==> src/rtl/dfms_pkg.sv <==
// ----------------------------------------------------------------------------
// dfms_pkg
// Shared constants, types and helpers for the decimal field max scanner.
// ----------------------------------------------------------------------------
package dfms_pkg;

    function automatic longint pow10(input int n);
        longint p;
        p = 1;
        for (int i = 0; i < n; i++) begin
            p = p * 10;
        end
        return p;
    endfunction

    localparam int INT_BITS    = 24;
    localparam int FRAC_BITS   = 20;
    localparam int FRAC_DIGITS = 6;

    localparam int VAL_W    = INT_BITS + FRAC_BITS;
    localparam int M_DATA_W = ((VAL_W + 7) / 8) * 8;

    localparam longint FRAC_SCALE = pow10(FRAC_DIGITS);
    localparam int     FA_W       = $clog2(FRAC_SCALE);
    localparam int     FD_W       = $clog2(FRAC_DIGITS + 1);

    // reciprocal of the fraction scale, estimate is low by at most one
    localparam int     RECIP_SHIFT = FA_W;
    localparam longint RECIP       = (longint'(1) << (FRAC_BITS + RECIP_SHIFT)) / FRAC_SCALE;
    localparam int     RECIP_W     = FRAC_BITS + 1;
    localparam int     PROD_W      = FA_W + RECIP_W;
    localparam int     X_W         = FA_W + FRAC_BITS;

    localparam logic [7:0] CH_NUL   = 8'h00;
    localparam logic [7:0] CH_LF    = 8'h0A;
    localparam logic [7:0] CH_CR    = 8'h0D;
    localparam logic [7:0] CH_COMMA = 8'h2C;
    localparam logic [7:0] CH_DOT   = 8'h2E;
    localparam logic [7:0] CH_ZERO  = 8'h30;
    localparam logic [7:0] CH_NINE  = 8'h39;
    localparam logic [7:0] CH_F     = 8'h66;

    typedef struct packed {
        logic                 valid;
        logic                 last;
        logic                 commit;
        logic [INT_BITS-1:0]  int_part;
        logic [FA_W-1:0]      frac_acc;
    } field_t;

    typedef struct packed {
        logic                 valid;
        logic                 last;
        logic                 commit;
        logic [VAL_W-1:0]     value;
    } value_t;

endpackage

==> src/rtl/dfms_line_parser.sv <==
// ----------------------------------------------------------------------------
// dfms_line_parser
// Input register and per-byte line parser; emits one field word per byte.
// ----------------------------------------------------------------------------
module dfms_line_parser (
    input  logic                 aclk,
    input  logic                 aresetn,
    input  logic                 advance,
    input  logic                 s_valid,
    input  logic [7:0]           s_byte,
    input  logic                 s_last,
    output dfms_pkg::field_t     field_o
);

    typedef enum logic [2:0] {
        PH_INT,
        PH_FRAC,
        PH_SKIP,
        PH_WAIT,
        PH_STOP
    } phase_t;

    function automatic logic [dfms_pkg::FA_W-1:0] frac_weight(
        input logic [dfms_pkg::FD_W-1:0] n
    );
        logic [dfms_pkg::FA_W-1:0] w;
        w = '0;
        for (int i = 0; i < dfms_pkg::FRAC_DIGITS; i++) begin
            if (n == dfms_pkg::FD_W'(i)) begin
                w = dfms_pkg::FA_W'(dfms_pkg::pow10(dfms_pkg::FRAC_DIGITS - 1 - i));
            end
        end
        return w;
    endfunction

    logic                            in_valid_reg;
    logic [7:0]                      in_byte_reg;
    logic                            in_last_reg;

    phase_t                          phase_reg, phase_next;
    logic [dfms_pkg::INT_BITS-1:0]   int_acc_reg, int_acc_next;
    logic [dfms_pkg::FA_W-1:0]       frac_acc_reg, frac_acc_next;
    logic [dfms_pkg::FD_W-1:0]       frac_cnt_reg, frac_cnt_next;
    dfms_pkg::field_t                field_reg, field_next;

    logic                            is_digit;
    logic [3:0]                      digit;
    logic [dfms_pkg::INT_BITS+3:0]   int_wide;
    logic [dfms_pkg::FA_W+3:0]       frac_add;

    always_comb begin
        is_digit = (in_byte_reg >= dfms_pkg::CH_ZERO) && (in_byte_reg <= dfms_pkg::CH_NINE);
        digit    = in_byte_reg[3:0];
        int_wide = ((dfms_pkg::INT_BITS+4)'(int_acc_reg) << 3)
                 + ((dfms_pkg::INT_BITS+4)'(int_acc_reg) << 1)
                 + (dfms_pkg::INT_BITS+4)'(digit);
        frac_add = (dfms_pkg::FA_W+4)'(digit) * (dfms_pkg::FA_W+4)'(frac_weight(frac_cnt_reg));

        phase_next    = phase_reg;
        int_acc_next  = int_acc_reg;
        frac_acc_next = frac_acc_reg;
        frac_cnt_next = frac_cnt_reg;

        field_next.valid    = in_valid_reg;
        field_next.last     = in_last_reg;
        field_next.commit   = 1'b0;
        field_next.int_part = int_acc_reg;
        field_next.frac_acc = frac_acc_reg;

        if (in_valid_reg && (phase_reg != PH_STOP)) begin
            priority if (in_byte_reg == dfms_pkg::CH_NUL) begin
                phase_next = PH_STOP;
            end else if ((in_byte_reg == dfms_pkg::CH_CR) || (in_byte_reg == dfms_pkg::CH_LF)) begin
                phase_next    = PH_INT;
                int_acc_next  = '0;
                frac_acc_next = '0;
                frac_cnt_next = '0;
            end else begin
                unique case (phase_reg)
                    PH_INT: begin
                        if (is_digit) begin
                            if (int_wide[dfms_pkg::INT_BITS+3:dfms_pkg::INT_BITS] != '0) begin
                                int_acc_next = '1;
                            end else begin
                                int_acc_next = int_wide[dfms_pkg::INT_BITS-1:0];
                            end
                        end else if (in_byte_reg == dfms_pkg::CH_DOT) begin
                            phase_next = PH_FRAC;
                        end else begin
                            phase_next = PH_WAIT;
                        end
                    end
                    PH_FRAC: begin
                        if (is_digit) begin
                            if (frac_cnt_reg < dfms_pkg::FD_W'(dfms_pkg::FRAC_DIGITS)) begin
                                frac_acc_next = frac_acc_reg + frac_add[dfms_pkg::FA_W-1:0];
                                frac_cnt_next = frac_cnt_reg + 1'b1;
                            end
                        end else if (in_byte_reg == dfms_pkg::CH_F) begin
                            phase_next = PH_SKIP;
                        end else if (in_byte_reg == dfms_pkg::CH_COMMA) begin
                            field_next.commit = 1'b1;
                            phase_next        = PH_WAIT;
                        end else begin
                            phase_next = PH_WAIT;
                        end
                    end
                    PH_SKIP: begin
                        if (in_byte_reg == dfms_pkg::CH_COMMA) begin
                            field_next.commit = 1'b1;
                            phase_next        = PH_WAIT;
                        end
                    end
                    default: begin
                        phase_next = phase_reg;
                    end
                endcase
            end
        end

        if (in_valid_reg && in_last_reg) begin
            phase_next    = PH_INT;
            int_acc_next  = '0;
            frac_acc_next = '0;
            frac_cnt_next = '0;
        end
    end

    always_ff @(posedge aclk) begin
        if (!aresetn) begin
            in_valid_reg    <= 1'b0;
            phase_reg       <= PH_INT;
            int_acc_reg     <= '0;
            frac_acc_reg    <= '0;
            frac_cnt_reg    <= '0;
            field_reg.valid <= 1'b0;
        end else if (advance) begin
            in_valid_reg <= s_valid;
            in_byte_reg  <= s_byte;
            in_last_reg  <= s_last;
            phase_reg    <= phase_next;
            int_acc_reg  <= int_acc_next;
            frac_acc_reg <= frac_acc_next;
            frac_cnt_reg <= frac_cnt_next;
            field_reg    <= field_next;
        end
    end

    assign field_o = field_reg;

endmodule

==> src/rtl/dfms_frac_scaler.sv <==
// ----------------------------------------------------------------------------
// dfms_frac_scaler
// Converts the decimal fraction to binary by reciprocal multiply and fix-up.
// ----------------------------------------------------------------------------
module dfms_frac_scaler (
    input  logic                 aclk,
    input  logic                 aresetn,
    input  logic                 advance,
    input  dfms_pkg::field_t     field_i,
    output dfms_pkg::value_t     value_o
);

    localparam logic [dfms_pkg::RECIP_W-1:0] RECIP_V = dfms_pkg::RECIP_W'(dfms_pkg::RECIP);
    localparam logic [dfms_pkg::X_W-1:0]     SCALE_V = dfms_pkg::X_W'(dfms_pkg::FRAC_SCALE);

    dfms_pkg::field_t                 c_reg;
    logic [dfms_pkg::PROD_W-1:0]      prod_reg, prod_next;
    dfms_pkg::field_t                 d_reg;
    logic [dfms_pkg::FRAC_BITS-1:0]   qe_reg, qe_next;
    logic [dfms_pkg::X_W-1:0]         back_reg, back_next;
    dfms_pkg::value_t                 value_reg, value_next;

    logic [dfms_pkg::X_W-1:0]         x_shift;
    logic [dfms_pkg::X_W-1:0]         rem;
    logic [dfms_pkg::FRAC_BITS-1:0]   q_frac;

    always_comb begin
        prod_next = dfms_pkg::PROD_W'(field_i.frac_acc) * dfms_pkg::PROD_W'(RECIP_V);
        qe_next   = prod_reg[dfms_pkg::RECIP_SHIFT +: dfms_pkg::FRAC_BITS];
        back_next = dfms_pkg::X_W'(qe_next) * SCALE_V;

        x_shift = {d_reg.frac_acc, {dfms_pkg::FRAC_BITS{1'b0}}};
        rem     = x_shift - back_reg;
        q_frac  = qe_reg + dfms_pkg::FRAC_BITS'(rem >= SCALE_V);

        value_next.valid  = d_reg.valid;
        value_next.last   = d_reg.last;
        value_next.commit = d_reg.commit;
        value_next.value  = {d_reg.int_part, q_frac};
    end

    always_ff @(posedge aclk) begin
        if (!aresetn) begin
            c_reg.valid     <= 1'b0;
            d_reg.valid     <= 1'b0;
            value_reg.valid <= 1'b0;
        end else if (advance) begin
            c_reg     <= field_i;
            prod_reg  <= prod_next;
            d_reg     <= c_reg;
            qe_reg    <= qe_next;
            back_reg  <= back_next;
            value_reg <= value_next;
        end
    end

    assign value_o = value_reg;

endmodule

==> src/rtl/dfms_max_tracker.sv <==
// ----------------------------------------------------------------------------
// dfms_max_tracker
// Keeps the running maximum and holds the result word for the output side.
// ----------------------------------------------------------------------------
module dfms_max_tracker (
    input  logic                          aclk,
    input  logic                          aresetn,
    input  dfms_pkg::value_t              value_i,
    input  logic                          m_ready,
    output logic                          advance,
    output logic                          m_valid,
    output logic [dfms_pkg::VAL_W-1:0]    m_max,
    output logic                          m_found
);

    logic [dfms_pkg::VAL_W-1:0]  max_reg, max_next;
    logic                        out_valid_reg;
    logic [dfms_pkg::VAL_W-1:0]  out_max_reg;
    logic                        out_found_reg;
    logic [dfms_pkg::VAL_W-1:0]  new_max;
    logic                        load;

    always_comb begin
        advance = !(value_i.valid && value_i.last && out_valid_reg && !m_ready);
        load    = advance && value_i.valid;
        if (value_i.commit && (value_i.value > max_reg)) begin
            new_max = value_i.value;
        end else begin
            new_max = max_reg;
        end
        max_next = value_i.last ? '0 : new_max;
    end

    always_ff @(posedge aclk) begin
        if (!aresetn) begin
            max_reg       <= '0;
            out_valid_reg <= 1'b0;
        end else begin
            if (load) begin
                max_reg <= max_next;
            end
            if (load && value_i.last) begin
                out_valid_reg <= 1'b1;
                out_max_reg   <= new_max;
                out_found_reg <= (new_max != '0);
            end else if (m_ready) begin
                out_valid_reg <= 1'b0;
            end
        end
    end

    assign m_valid = out_valid_reg;
    assign m_max   = out_max_reg;
    assign m_found = out_found_reg;

    a_max_grows: assert property (@(posedge aclk) disable iff (!aresetn)
        (load && !value_i.last) |=> (max_reg >= $past(max_reg)))
        else $error("running max dropped within a buffer");

    a_max_cleared: assert property (@(posedge aclk) disable iff (!aresetn)
        (load && value_i.last) |=> (max_reg == '0))
        else $error("running max not cleared after last word");

    a_stall_needs_result: assert property (@(posedge aclk) disable iff (!aresetn)
        !advance |-> out_valid_reg)
        else $error("pipeline stalled with empty output register");

endmodule

==> src/rtl/decimal_field_max_scanner_unit.sv <==
// ----------------------------------------------------------------------------
// decimal_field_max_scanner_unit
// Scans text one byte per word and reports the largest decimal first field.
// ----------------------------------------------------------------------------
// Result path: parser input and field regs, scaler c, d, value regs, output reg.
// Throughput: one byte per cycle; input stalls only while a finished result
//   waits at the output and a second tlast word has reached the last stage.
// Reset: synchronous aresetn clears all stage valids, parser state and max.
// ----------------------------------------------------------------------------
module decimal_field_max_scanner_unit (
    input  logic                            aclk,
    input  logic                            aresetn,
    input  logic                            s_tvalid,
    output logic                            s_tready,
    input  logic [7:0]                      s_tdata,   // [7:0] data_byte
    input  logic                            s_tlast,
    output logic                            m_tvalid,
    input  logic                            m_tready,
    output logic [dfms_pkg::M_DATA_W-1:0]   m_tdata,   // [43:0] max_value, zero pad
    output logic                            m_tuser    // [0] found
);

    logic                         advance;
    dfms_pkg::field_t             field;
    dfms_pkg::value_t             value;
    logic [dfms_pkg::VAL_W-1:0]   max_value;

    dfms_line_parser u_parser (
        .aclk    (aclk),
        .aresetn (aresetn),
        .advance (advance),
        .s_valid (s_tvalid),
        .s_byte  (s_tdata),
        .s_last  (s_tlast),
        .field_o (field)
    );

    dfms_frac_scaler u_scaler (
        .aclk    (aclk),
        .aresetn (aresetn),
        .advance (advance),
        .field_i (field),
        .value_o (value)
    );

    dfms_max_tracker u_tracker (
        .aclk    (aclk),
        .aresetn (aresetn),
        .value_i (value),
        .m_ready (m_tready),
        .advance (advance),
        .m_valid (m_tvalid),
        .m_max   (max_value),
        .m_found (m_tuser)
    );

    assign s_tready = advance;
    assign m_tdata  = dfms_pkg::M_DATA_W'(max_value);

endmodule
==> config.mk <==
export PLATFORM = sky130hd
export DESIGN_NAME = decimal_field_max_scanner_unit
export DESIGN_NICKNAME = d
export VERILOG_FILES = /design/src/rtl/dfms_pkg.sv /design/src/rtl/dfms_line_parser.sv /design/src/rtl/dfms_frac_scaler.sv /design/src/rtl/dfms_max_tracker.sv /design/src/rtl/decimal_field_max_scanner_unit.sv
export SDC_FILE = /design/constraint.sdc
export NUM_CORES = 1
export LEC_CHECK = 0
export BUFFER_PORTS_ARGS = -buffer_cell sky130_fd_sc_hd__buf_2
export CAP_MARGIN = 20
export CORE_ASPECT_RATIO = 1.5
export CORE_MARGIN = 10
export CORE_UTILIZATION = 33
export DETAILED_ROUTE_END_ITERATION = 8
export SLEW_MARGIN = 5
export SYNTH_ARGS = -nofsm -noshare
export SYNTH_HDL_FRONTEND = slang
export SYNTH_HIERARCHICAL = 1
export SYNTH_SLANG_ARGS = --single-unit
export TNS_END_PERCENT = 5
==> constraint.sdc <==
create_clock -name aclk -period 6.4 [get_ports aclk]
set_input_delay 0.32 -clock aclk [delete_from_list [all_inputs] [get_ports aclk]]
set_output_delay 0.32 -clock aclk [all_outputs]
set_load 0.05 [all_outputs]
==> flow_metrics.env, run 1 <==
export IMPL_cts_buffers=45
export IMPL_tightest_slew_ns=1.01
export IMPL_worstPathMaxFanout=3
export IMPL_grt_max_degree=107
export IMPL_r2r_start="u_parser/field_o[11]"
export IMPL_vias_per_cell=4.98
export IMPL_min_path_type="input port to register"
export IMPL_pin_count=64
export IMPL_die_w_um=279
export IMPL_setup_viol=0
export IMPL_wl_mm=77.2
export IMPL_ys_ff_latch=409
export IMPL_critPathBufInv=3
export IMPL_rsz0062_at_grt="true"
export IMPL_vias=22600
export IMPL_crit_arrival_ns=6.66
export IMPL_drt_initial_drc_count=1117
export IMPL_drive_gt1_share_pct=11.6
export IMPL_grt_pass1_vias=23500
export IMPL_rrSetupSlack_ns=0.07
export IMPL_clock_latency_ns=0.61
export IMPL_finalMaxSlewViolations=0
export IMPL_fmax_ghz=0.158
export IMPL_core_area_um2=100000
export IMPL_start_kind="register"
export IMPL_path_clk_slew_ns=0.06
export IMPL_cp_startpoint="u_parser/field_o[11]"
export IMPL_final_common_cell="inv_1"
export IMPL_yosys_warnings=6
export IMPL_root_buffer="clkbuf_16"
export IMPL_critPathSlowestCell="fa_1"
export IMPL_final_nets=3947
export IMPL_gp_congestion=0.893
export IMPL_port_buffers=59
export IMPL_min_from="aresetn"
export IMPL_htree_levels=2
export IMPL_mostFrequentLayoutCells="504 x inv_1, 467 x ha_1, 309 x edfxtp_1"
export IMPL_maxCapViolCount=0
export IMPL_overflow=0
export IMPL_stdcell_area_um2=37600
export IMPL_synthDistinctLibCells=96
export IMPL_pre_cts_slack_ns=-0.277
export IMPL_first_pass_iters=7
export IMPL_fin_skew_ns=0.0334
export IMPL_grt_pass1_wl_mm=126
export IMPL_status="completed"
export IMPL_regToRegEndpoint="u_scaler/prod_reg[37]"
export IMPL_num_antenna_cells=0
export IMPL_antenna_found_initial=0
export IMPL_critical_path_top_delay_family="adder cells"
export IMPL_setup_ws_ns=0.0722
export IMPL_syn2layout_area_growth_pct=12.9
export IMPL_period_needed_ns=6.33
export IMPL_cts_tree="yes"
export IMPL_end_kind="register"
export IMPL_wire_per_inst_um=17.0
export IMPL_fill_cells=9871
export IMPL_dpl_cell_area_um2=35800
export IMPL_ff2ff_path_depth=21
export IMPL_fp_dieArea_um2=114000
export IMPL_cts_buffer_depth=3
export IMPL_hold_depth=2
export IMPL_fin_crit_sh_pct=98.9
export IMPL_finalHoldViolCount=0
export IMPL_ys_flop_type="edfxtp_1"
export IMPL_syn_inst=3043
export IMPL_synth_edf_count=309
export IMPL_grt_util_all_layers_pct=13.5
export IMPL_ys_seq_area_share_pct=33.9
export IMPL_std_cell_rows=142
export IMPL_cp_cell_sequence="fa_1 > inv_1 > fa_1 > fa_1 > inv_1 > fa_1 > fa_1 > fa_1 > ha_1 > ha_1 > and4_4 > nand3_4 > nor4bb_4 > a21oi_2 > a21oi_2 > a21boi_1 > a21boi_1 > buf_4 > nand4_1 > nor2b_4 > xnor2_1"
export IMPL_die_h_um=409
export IMPL_crit_type="register to register"
export IMPL_whs_endpoint="u_parser/frac_cnt_reg[2]"
export IMPL_cp_common_cell="fa_1"
export IMPL_hpwlAfterDp_mm=60.3
export IMPL_synth_async_sr_flop_share_pct=0
export IMPL_syn_area_um2=33300
export IMPL_start_util_pct=33.3
export IMPL_clock_sinks=409
export IMPL_critPathMaxStageDelay_ns=0.62
export IMPL_required_ns=6.74
export IMPL_detail_route_antenna_nets=0
export IMPL_syn_avg_cell_area_um2=10.9
export IMPL_drc=0
export IMPL_slew_headroom_pct=32.3
## routing by layer
layer,wire (um),GRT usage (%),vias up
li1,-,-,11000
met1,31100,15.4,11200
met2,40900,25.3,326
met3,2320,1.65,129
met4,2790,4.76,0
met5,0,0,-
## worst max path at each step
stage                       endpoint  slack (ns)  depth (start not counted)
2_1_floorplan  u_scaler/prod_reg[33]       0.002                         23
3_3_place_gp   u_scaler/prod_reg[37]       -0.24                         21
3_5_place_dp   u_scaler/prod_reg[37]       -0.28                         21
4_1_cts        u_scaler/prod_reg[37]       0.003                         20
5_1_grt        u_scaler/prod_reg[37]       -0.16                         25
6_report       u_scaler/prod_reg[37]        0.07                         21
## worst reg2reg max path: cells and delay by family (launching register included)
kind | cells | cell delay (ns)
DFF | 1 | 0.42
and+or+nand+nor | 5 | 1.02
AOI/OAI and AO/OA | 4 | 0.58
buffers and inverters | 3 | 0.27
xor gates and xnor gates | 1 | 0.11
adders and majority gates | 8 | 3.68
## synth_stat cells, drive strengths merged (47+ instances only)
cell | instances | share of area (%)
o21ai | 67 | 1.0
edfxtp | 309 | 28
a21o | 49 | 1.1
nand3 | 66 | 0.99
nand2 | 154 | 1.9
inv | 506 | 5.7
nand3b | 50 | 1.1
nor2 | 96 | 1.1
a221o | 47 | 1.4
fa | 255 | 15
dfxtp | 100 | 6.0
ha | 469 | 18
a21oi | 116 | 1.8
nand4 | 78 | 1.5
xnor2 | 72 | 1.9
clkbuf | 62 | 0.70
## through the flow
| step | hold WS [ns] | utilization [%] | std cells | setup TNS (ns) |
|---|---|---|---|---|
| 2_1_floorplan | 0.400 | - | 3046 | 0 |
| 5_1_grt | 0.0841 | 37.6 | 4543 | -0.855 |
| 4_1_cts | 0.0565 | 37.5 | 4542 | 0 |
| 6_report | 0.0978 | 37.6 | 4543 | 0 |
| 3_3_place_gp | 0.401 | 35.8 | 4445 | -1.09 |
| 3_5_place_dp | 0.405 | 35.8 | 4445 | -1.45 |
## what timing repair did
action / in CTS / in global routing
hold buffers: 10 / 0
pin swaps: 20 / 11
gates resized for setup: 13 / 17
hold endpoints to repair: 10 / 0
setup endpoints to repair: 8 / 14
setup buffers: 3 / 1
## logic make-up after synthesis
group | synth area share, %
mux | 1.82
other cells | 0.0113
fa+ha+maj | 33.0
xor+xnor | 2.97
flops | 33.9
compound gates | 9.70
buf+inv | 6.92
simple gates | 11.7
## final cells by class
class / count / area (um2) / area share [%]
multi-input combinational: 2046 / 19900 / 52.8
tap: 1296 / 1620 / 4.31
inverter: 506 / 1900 / 5.05
sequential: 409 / 11300 / 30.0
clock inverter: 18 / 228 / 0.606
clock buffer: 66 / 1300 / 3.45
timing repair buffer: 202 / 1410 / 3.75
Power of run 1 is not shown: default switching activity piles up to over one toggle a cycle in this logic, so the estimate is an artifact.
==> inputs of run 2 (changes only) <==
- ABC_AREA: not set -> 1
- SETUP_SLACK_MARGIN: not set -> 0.05
==> flow_metrics.env, run 2 <==
export IMPL_status="completed"
export IMPL_critPathSlowestCell="fa_1"
export IMPL_synthDistinctLibCells=58
export IMPL_gp_congestion=0.937
export IMPL_mostFrequentLayoutCells="817 x inv_1, 808 x nand2_1, 468 x ha_1"
export IMPL_wire_per_inst_um=15.6
export IMPL_fill_cells=10900
export IMPL_drive_gt1_share_pct=6.19
export IMPL_hpwlAfterDp_mm=70.8
export IMPL_port_buffers=59
export IMPL_drt_initial_drc_count=1199
export IMPL_setup_ws_ns=0.340
export IMPL_ff2ff_path_depth=21
export IMPL_synth_top_cell_area_share_pct=26.4
export IMPL_cts_tree="yes"
export IMPL_grt_max_degree=81
export IMPL_maxCapViolCount=0
export IMPL_r2r_start="u_parser/field_o[19]"
export IMPL_ys_flop_type="edfxtp_1"
export IMPL_cp_startpoint="u_parser/field_o[19]"
export IMPL_root_buffer="clkbuf_16"
export IMPL_die_w_um=286
export IMPL_vias_per_cell=4.64
export IMPL_period_needed_ns=6.06
export IMPL_wl_mm=85.9
export IMPL_overflow=0
export IMPL_critPathMaxStageDelay_ns=0.56
export IMPL_rrSetupSlack_ns=0.34
export IMPL_cp_depth=21
export IMPL_synth_area_leaders="edfxtp_1 26%, ha_1 17%, fa_1 15%, inv_1 8.8%, nand2_1 8.6%"
export IMPL_cp_common_cell="fa_1"
export IMPL_min_path_type="input port to register"
export IMPL_clock_sinks=409
export IMPL_clock_latency_ns=0.63
export IMPL_start_util_pct=33.3
export IMPL_dpl_cell_area_um2=37100
export IMPL_pre_cts_slack_ns=-0.0300
export IMPL_syn_avg_cell_area_um2=8.85
export IMPL_regToRegEndpoint="u_scaler/prod_reg[34]"
export IMPL_first_pass_iters=5
export IMPL_syn2layout_area_growth_pct=10.7
export IMPL_vias=25600
export IMPL_syn_inst=3968
export IMPL_rsz0062_at_grt="true"
export IMPL_grt_pass1_vias=26700
export IMPL_cts_buffers=46
export IMPL_multi_input_area_um2=20500
export IMPL_fin_crit_sh_pct=94.7
export IMPL_end_kind="register"
export IMPL_htree_levels=2
export IMPL_regArea_um2=11300
export IMPL_synth_edf_count=309
export IMPL_final_common_cell="inv_1"
export IMPL_tightest_slew_ns=1.02
export IMPL_synth_top_cell_by_area="edfxtp_1"
export IMPL_yosys_warnings=6
export IMPL_fmax_ghz=0.165
export IMPL_std_cell_rows=146
export IMPL_syn_area_um2=35100
export IMPL_pin_count=64
export IMPL_required_ns=6.74
export IMPL_die_h_um=420
export IMPL_setup_viol=0
export IMPL_start_kind="register"
export IMPL_fp_dieArea_um2=120000
export IMPL_fin_skew_ns=0.0453
export IMPL_drc=0
export IMPL_critPathBufInv=3
export IMPL_crit_arrival_ns=6.40
export IMPL_core_area_um2=106000
export IMPL_slew_headroom_pct=32.1
export IMPL_worstPathMaxFanout=4
export IMPL_cp_cell_sequence="fa_1 > buf_4 > xor2_1 > ha_1 > a21oi_1 > fa_1 > fa_1 > inv_1 > fa_1 > fa_1 > ha_1 > ha_1 > inv_1 > o21bai_1 > a31oi_1 > o21ai_0 > a21oi_1 > nand2_1 > nand3_1 > nand2_1 > xor2_1"
export IMPL_num_antenna_cells=0
export IMPL_detail_route_antenna_nets=0
export IMPL_grt_pass1_wl_mm=140
export IMPL_antenna_found_initial=1
export IMPL_crit_type="register to register"
export IMPL_path_clk_slew_ns=0.06
export IMPL_finalHoldViolCount=0
export IMPL_fin_setup_tns_ns=0
export IMPL_grt_util_all_layers_pct=14.5
export IMPL_synth_commonest_cells="819 x inv_1, 808 x nand2_1, 469 x ha_1"
export IMPL_ys_seq_area_share_pct=32.1
export IMPL_critical_path_top_delay_family="adder cells"
export IMPL_hold_slack_ns=0.0836
export IMPL_stdcell_area_um2=38900
export IMPL_cp_endpoint="u_scaler/prod_reg[34]"
export IMPL_final_nets=4804
export IMPL_finalMaxSlewViolations=0
export IMPL_ys_ff_latch=409
export IMPL_cts_buffer_depth=3
export IMPL_synth_most_common_cell="inv_1"
export IMPL_synth_async_sr_flop_share_pct=0
==> run 2: worst min-delay path by stage <==
stage / slack, ns / cells past startpoint / from / to
2_1_floorplan: 0.40 / 0 / u_parser/field_o[20] / u_scaler/c_reg[20]
3_3_place_gp: 0.40 / 0 / u_scaler/d_reg[36] / u_scaler/value_o[36]
3_5_place_dp: 0.40 / 0 / u_parser/field_o[26] / u_scaler/c_reg[26]
4_1_cts: 0.08 / 4 / m_tready / u_tracker/m_valid
5_1_grt: 0.11 / 4 / m_tready / u_tracker/m_valid
6_report: 0.08 / 4 / m_tready / u_tracker/m_valid
==> run 2: final cells by class <==
class | instances | share of cell area, %
Inverter | 831 | 8.06
Multi-Input combinational cell | 2682 | 52.6
Clock inverter | 32 | 1.04
Clock buffer | 54 | 3.12
Tap cell | 1406 | 4.53
Sequential cell | 409 | 29.0
Timing Repair Buffer | 97 | 1.59
==> run 2: worst register-to-register path, delay by kind of cell, from the launching register on <==
family                     cells  cell delay (ns)
AOI/OAI and AO/OA              5             0.80
xor gates and xnor gates       2             0.30
adders and majority gates      8             3.54
buffers and inverters          3             0.43
DFF                            1             0.42
and+or+nand+nor                3             0.30
==> run 2: metal layers <==
metal	vias to the layer above	part of all wire (%)	track usage (%)
met5	-	0	0
met4	0	4.7	6.70
met3	181	3.0	1.67
met2	436	53	27.6
met1	12100	39	15.8
li1	12900	-	-
==> run 2: kinds of logic after synthesis <==
kind of cell    share of synthesized area, %
xor+xnor                                2.47
compound gates                          6.86
other cells                           0.0107
fa+ha+maj                               31.2
flops                                   32.1
simple gates                            17.5
buf+inv                                 9.78
==> run 2: what timing repair did <==
item | 4_1_cts | 5_1_grt
resized for setup | 2 | 5
endpoints found under the hold margin | 10 | 0
pin swaps | 0 | 1
hold buffers | 10 | 0
buffers inserted | 0 | 8
endpoints found under the setup margin | 3 | 11
==> run 2: per-stage QoR <==
step | utilization (%) | std cells
2_1_floorplan | - | 3971
3_3_place_gp | 35.1 | 5406
3_5_place_dp | 35.1 | 5407
4_1_cts | 36.7 | 5503
5_1_grt | 36.8 | 5511
6_report | 36.8 | 5511
Power of run 2 is left out for the same reason.
